<file path="src/hdl/vhl_pkg.sv">
// ----------------------------------------------------------------------------
// vhl_pkg
// Shared widths, angle constants and the CORDIC arctangent table for the
// vector heading and length unit.
// ----------------------------------------------------------------------------
package vhl_pkg;

    localparam int ANG_W        = 32;   // binary angle, 2^32 per turn
    localparam int CORDIC_STEPS = 30;
    localparam int STEP_IDX_W   = 5;
    localparam int NORM_W       = 42;   // normalized components, signed
    localparam int CORD_W       = 45;   // CORDIC datapath, signed, covers gain
    localparam int HEAD_W       = 16;
    localparam int LEN_W        = 16;
    localparam int PROD_W       = ANG_W + HEAD_W;

    localparam logic [HEAD_W-1:0] TURN_OUT  = 16'd46080;   // 360 * 128
    localparam logic [HEAD_W-1:0] HEAD_ZERO = 16'd11520;   // 90 * 128
    localparam logic [LEN_W-1:0]  LEN_MAX   = 16'hFFFF;

    localparam logic [ANG_W-1:0]  QUARTER_BIN = 32'h4000_0000;
    localparam logic [ANG_W-1:0]  HALF_BIN    = 32'h8000_0000;
    localparam logic [PROD_W-1:0] ROUND_HALF  = 48'h0000_8000_0000;

    typedef struct packed {
        logic en;    // pipeline advance
        logic vld;   // item present at this stage
    } t_pipe_ctl;

    // atan(2^-i) in units of 2^-32 turn
    function automatic logic [ANG_W-1:0] atan_lut(input logic [STEP_IDX_W-1:0] idx);
        logic [ANG_W-1:0] val;
        unique case (idx)
            5'd0:    val = 32'h2000_0000;
            5'd1:    val = 32'h12E4_051E;
            5'd2:    val = 32'h09FB_385B;
            5'd3:    val = 32'h0511_11D4;
            5'd4:    val = 32'h028B_0D43;
            5'd5:    val = 32'h0145_D7E1;
            5'd6:    val = 32'h00A2_F61E;
            5'd7:    val = 32'h0051_7C55;
            5'd8:    val = 32'h0028_BE53;
            5'd9:    val = 32'h0014_5F2F;
            5'd10:   val = 32'h000A_2F98;
            5'd11:   val = 32'h0005_17CC;
            5'd12:   val = 32'h0002_8BE6;
            5'd13:   val = 32'h0001_45F3;
            5'd14:   val = 32'h0000_A2FA;
            5'd15:   val = 32'h0000_517D;
            5'd16:   val = 32'h0000_28BE;
            5'd17:   val = 32'h0000_145F;
            5'd18:   val = 32'h0000_0A30;
            5'd19:   val = 32'h0000_0518;
            5'd20:   val = 32'h0000_028C;
            5'd21:   val = 32'h0000_0146;
            5'd22:   val = 32'h0000_00A3;
            5'd23:   val = 32'h0000_0051;
            5'd24:   val = 32'h0000_0029;
            5'd25:   val = 32'h0000_0014;
            5'd26:   val = 32'h0000_000A;
            5'd27:   val = 32'h0000_0005;
            5'd28:   val = 32'h0000_0003;
            5'd29:   val = 32'h0000_0001;
            default: val = '0;
        endcase
        return val;
    endfunction

endpackage

</file>
<file path="src/hdl/vhl_isqrt.sv">
// ----------------------------------------------------------------------------
// vhl_isqrt
// Pipelined length path: squares, sum, one root bit per stage, then round
// half up and clamp to the output width.
// ----------------------------------------------------------------------------
module vhl_isqrt #(
    parameter int COORD_WIDTH = 16
) (
    input  logic                             i_clk,
    input  logic                             i_en,
    input  logic signed [COORD_WIDTH-1:0]    i_x,
    input  logic signed [COORD_WIDTH-1:0]    i_y,
    output logic        [vhl_pkg::LEN_W-1:0] o_length
);
    import vhl_pkg::*;

    localparam int RW = 2 * COORD_WIDTH;

    logic [COORD_WIDTH-1:0] ax, ay;
    logic [RW-1:0]          r_sq_x, r_sq_y;
    logic [RW-1:0]          r_rem  [0:COORD_WIDTH];
    logic [RW-1:0]          r_root [0:COORD_WIDTH];

    assign ax = i_x[COORD_WIDTH-1] ? (~$unsigned(i_x) + COORD_WIDTH'(1)) : $unsigned(i_x);
    assign ay = i_y[COORD_WIDTH-1] ? (~$unsigned(i_y) + COORD_WIDTH'(1)) : $unsigned(i_y);

    always_ff @(posedge i_clk) begin
        if (i_en) begin
            r_sq_x    <= RW'(ax) * RW'(ax);
            r_sq_y    <= RW'(ay) * RW'(ay);
            r_rem[0]  <= r_sq_x + r_sq_y;
            r_root[0] <= '0;
        end
    end

    for (genvar j = 0; j < COORD_WIDTH; j++) begin : g_digit
        localparam logic [RW-1:0] BIT = RW'(1) << (2 * (COORD_WIDTH - 1 - j));
        logic [RW:0]   trial;
        logic          fits;
        logic [RW-1:0] n_rem, n_root;

        assign trial  = {1'b0, r_root[j]} + {1'b0, BIT};
        assign fits   = ({1'b0, r_rem[j]} >= trial);
        assign n_rem  = fits ? (r_rem[j] - trial[RW-1:0]) : r_rem[j];
        assign n_root = fits ? ((r_root[j] >> 1) + BIT) : (r_root[j] >> 1);

        always_ff @(posedge i_clk) begin
            if (i_en) begin
                r_rem[j+1]  <= n_rem;
                r_root[j+1] <= n_root;
            end
        end
    end

    logic [RW-1:0]    root_rnd;
    logic [LEN_W-1:0] n_len, r_len;

    // remainder above root means the fraction is at least one half
    assign root_rnd = r_root[COORD_WIDTH]
                    + RW'(r_rem[COORD_WIDTH] > r_root[COORD_WIDTH]);
    assign n_len    = (root_rnd > RW'(LEN_MAX)) ? LEN_MAX : root_rnd[LEN_W-1:0];

    always_ff @(posedge i_clk) begin
        if (i_en) begin
            r_len <= n_len;
        end
    end

    assign o_length = r_len;

endmodule

</file>
<file path="config.mk">
export PLATFORM = sky130hd
export DESIGN_NAME = vhl_isqrt
export DESIGN_NICKNAME = d
export VERILOG_FILES = /design/src/hdl/vhl_pkg.sv /design/src/hdl/vhl_isqrt.sv
export SDC_FILE = /design/constraint.sdc
export NUM_CORES = 2
export LEC_CHECK = 0
export BUFFER_PORTS_ARGS = -buffer_cell sky130_fd_sc_hd__buf_2
export CAP_MARGIN = 20
export CELL_PAD_IN_SITES_DETAIL_PLACEMENT = 0
export CELL_PAD_IN_SITES_GLOBAL_PLACEMENT = 2
export CORE_ASPECT_RATIO = 1.2
export CORE_UTILIZATION = 41
export CTS_BUF_LIST = sky130_fd_sc_hd__clkbuf_2 sky130_fd_sc_hd__clkbuf_4 sky130_fd_sc_hd__clkbuf_8
export CTS_CLUSTER_DIAMETER = 60
export CTS_CLUSTER_SIZE = 20
export DETAILED_ROUTE_END_ITERATION = 16
export GPL_TIMING_DRIVEN = 0
export PLACE_DENSITY_LB_ADDON = 0.05
export REMOVE_ABC_BUFFERS = 1
export SYNTH_ARGS = -nofsm -noshare
export SYNTH_HDL_FRONTEND = slang
export SYNTH_SLANG_ARGS = --single-unit
export TNS_END_PERCENT = 50
</file>
<file path="constraint.sdc">
create_clock -name i_clk -period 10 [get_ports i_clk]
set_input_delay 2.5 -clock i_clk [delete_from_list [all_inputs] [get_ports i_clk]]
set_output_delay 2.5 -clock i_clk [all_outputs]
set_load 0.05 [all_outputs]
</file>
==> results.toml <==
[logic_synthesis]
synth_top_cell_area_share_pct = 44.9
ys_ff_latch = 758
synthFlopType = "edfxtp_1"
synth_warnings = 0
synth_sequential_area_ratio_pct = 44.9
yosys-top-cells-area = "edfxtp_1 (45%), fa_1 (13%), ha_1 (9.7%)"
yosys-top-cells-count = "edfxtp_1 (758), inv_1 (712), ha_1 (392)"
synth_edf_count = 758
async_flop_share_pct = 0
synth_cells = 4500
synth_top_area_cell = "edfxtp_1"
avgSynthCellArea_sq_um = 11.3
post-synth-top-count-cell = "edfxtp_1"
syn-cell-area_sq_um = 50700
ys_types = 87

[route]
drc = 0
routed_wl_mm = 117
vias = 31900
dr.pass1.iters = 5
vias_per_cell = 5.03
wl_per_cell_microns = 18.4
first_iter_violations = 1443
ant_nets = 0

[worst_hold_path]
whs_path_depth = 0
min_from = "r_rem[6][7]$_DFFE_PP_"
whs_endpoint = "r_rem[7][7]$_DFFE_PP_"
hold_path_class = "flip-flop to flip-flop"

[timing]
slew-limit-headroom_pct = 24.4
clock_skew_ns = 0.0638
setup-tns-final_ns = 0
setup_violations = 0
timing.hold.ws_ns = 0.416
tightest_slew_ns = 1.12
min_period_over_period_pct = 97.9
fin_ws_ns = 0.214
fmax_mhz = 102
rsz0062_at_grt = "yes"
slew_viol_final = 0
min_period_ns = 9.79
final_hold_viol_count = 0

[run_status]
outcome = "finished clean"

[floorplanning]
die_w_microns = 323
num_rows = 140
io_pins = 50
start_util_pct = 41.6
fp.coreArea_sq_um = 122000
die_h_microns = 387
die_area_sq_um = 125000

[critical_path]
cp-start-kind = "input pin"
timing.rr.start = "r_rem[14][4]$_DFFE_PP_"
worstRegToRegCells = 10
crit_path_end_kind = "flip-flop"
reg2reg_to = "r_rem[15][26]$_DFFE_PP_"
criticalPathCategory = "input pin to flip-flop"
crit_fanout = 10
cp.arrival_ns = 10.32
r2r_slack_ns = 5.69
required_ns = 10.53

[global_routing]
grt_usage_pct = 19.1
antenna_found_initial = 1
grt_max_degree = 127
grt_pass1_wl_mm = 185
grt_pass1_vias = 33500
grt-ovfl-total = 0

[run]
maxCapViolCount = 0

[clock_network]
cts_buffer_depth = 3
cts-root-buf = "clkbuf_8"
htree_levels = 3
cts_tree = "built"
cts_made_buffers = 77
path_clk_slew_ns = 0.11
postCtsHoldBufs = 0
clock_sinks = 758
clock_latency_ns = 0.80

[placed_design]
place_hpwl_mm = 92.4
place_ws_ns = -2.28
numPortBuffers = 49
gp_congestion = 0.793
place_area_sq_um = 53200

[cells_and_area]
layout-drive-gt1-share_pct = 7.58
area_growth_pct = 9.56
fin_area_sq_um = 55500
final_nets = 5390
## worst max path at each step
stage	from	end	cells past startpoint	slack, ns
6_report	i_x[5]	r_sq_x[30]$_DFFE_PP_	27	0.21
5_1_grt	i_x[5]	r_sq_x[30]$_DFFE_PP_	27	-0.02
3_3_place_gp	i_en	r_rem[9][21]$_DFFE_PP_	1	-5.30
4_1_cts	i_x[0]	r_sq_x[30]$_DFFE_PP_	30	0.04
3_5_place_dp	i_y[0]	r_sq_y[29]$_DFFE_PP_	28	-2.28
2_1_floorplan	i_x[7]	r_sq_x[30]$_DFFE_PP_	23	-0.18
## worst max-delay path, stage by stage
cell	delay [ns]
buf_2	0.15
or4_4	0.54
or3_4	0.38
or4_4	0.43
or2_4	0.28
nand2_2	0.12
xor2_4	0.18
inv_2	0.15
nand2_1	0.13
inv_1	0.08
fa_1	0.49
fa_1	0.52
fa_1	0.53
fa_1	0.52
fa_1	0.55
inv_1	0.05
fa_1	0.53
inv_1	0.05
ha_1	0.40
and4_2	0.33
o2111ai_1	0.10
o21ba_2	0.18
nor2_2	0.18
a21boi_0	0.16
a211o_1	0.34
a311oi_2	0.30
xnor2_1	0.10
## per-stage QoR
step                cells  utilization (%)
finish               6330             45.5
global route         6330             45.5
CTS                  6317             45.4
detailed placement   6160             43.6
global placement     6134             43.3
floorplan            4452                -
## area by class of cell
class / instances / area, sq um
antenna: 1 / 2.50
clock buffer: 79 / 1070
clock inverter: 63 / 733
fill: 11600 / 66400
inverter: 725 / 2760
multi-input combinational: 2969 / 25300
sequential: 758 / 22800
tap: 1633 / 2040
timing repair buffer: 102 / 847
## layer usage
metal	part of all wire [%]	wire (microns)	track usage [%]	up-vias
met5	0	0	0	-
met4	2.3	2680	5.13	0
met3	2.3	2670	2.15	126
met2	56	64900	36.8	303
met1	40	46500	22.0	15600
li1	-	-	-	15800
## placed cells by master, fill, tap and decap left out, types with 12 or more instances in the layout
cell type | Yosys | layout
edfxtp_1 | 758 | 758
inv_1 | 712 | 708
ha_1 | 392 | 392
nand2_1 | 344 | 344
fa_1 | 331 | 331
nor2_1 | 299 | 298
a21oi_1 | 190 | 188
xnor2_1 | 197 | 187
o21ai_0 | 173 | 172
xor2_1 | 145 | 134
nor3_1 | 103 | 102
nor4_1 | 90 | 87
clkbuf_8 | 0 | 77
a21o_1 | 73 | 73
o21a_1 | 55 | 55
nand3_1 | 52 | 52
nand2b_1 | 50 | 50
buf_2 | 3 | 48
nand4_1 | 40 | 40
nor2b_1 | 34 | 34
buf_4 | 1 | 34
mux2_2 | 27 | 27
or3_1 | 26 | 26
o31ai_1 | 25 | 24
a211oi_1 | 25 | 23
conb_1 | 2 | 22
or4_1 | 20 | 20
and3_1 | 19 | 19
and2_1 | 17 | 17
o21bai_1 | 15 | 15
inv_8 | 0 | 15
a31oi_1 | 14 | 13
or2_2 | 13 | 13
nor4b_1 | 13 | 13
inv_6 | 0 | 13
clkinv_2 | 0 | 12
a21boi_0 | 12 | 12
## registers in the layout, indices dropped and copies added, names as in the netlist
register / cells
r_sq_y: 31
r_sq_x: 31
r_rem: 544
r_root: 136
o_length: 16
## kinds of logic (layout without fill, tap and decap cells)
kind of cell | count (synthesis) | in the layout | share of synthesized area, %
other | 2 | 23 | 0.0148
AOI/OAI and AO/OA | 669 | 669 | 8.28
DFF | 758 | 758 | 44.9
xor gates and xnor gates | 344 | 344 | 5.98
buffers and inverters | 793 | 969 | 5.89
and+or+nand+nor | 1177 | 1177 | 11.4
adders and majority gates | 723 | 723 | 22.8
muxes | 34 | 34 | 0.738
## what timing repair did
item,in CTS,in global routing
pin swaps,8,5
gates resized for setup,32,15
buffers inserted,15,12
setup endpoints to repair,30,16
Power is not shown: default switching activity piles up to over one toggle a cycle in this logic, so the estimate is an artifact.
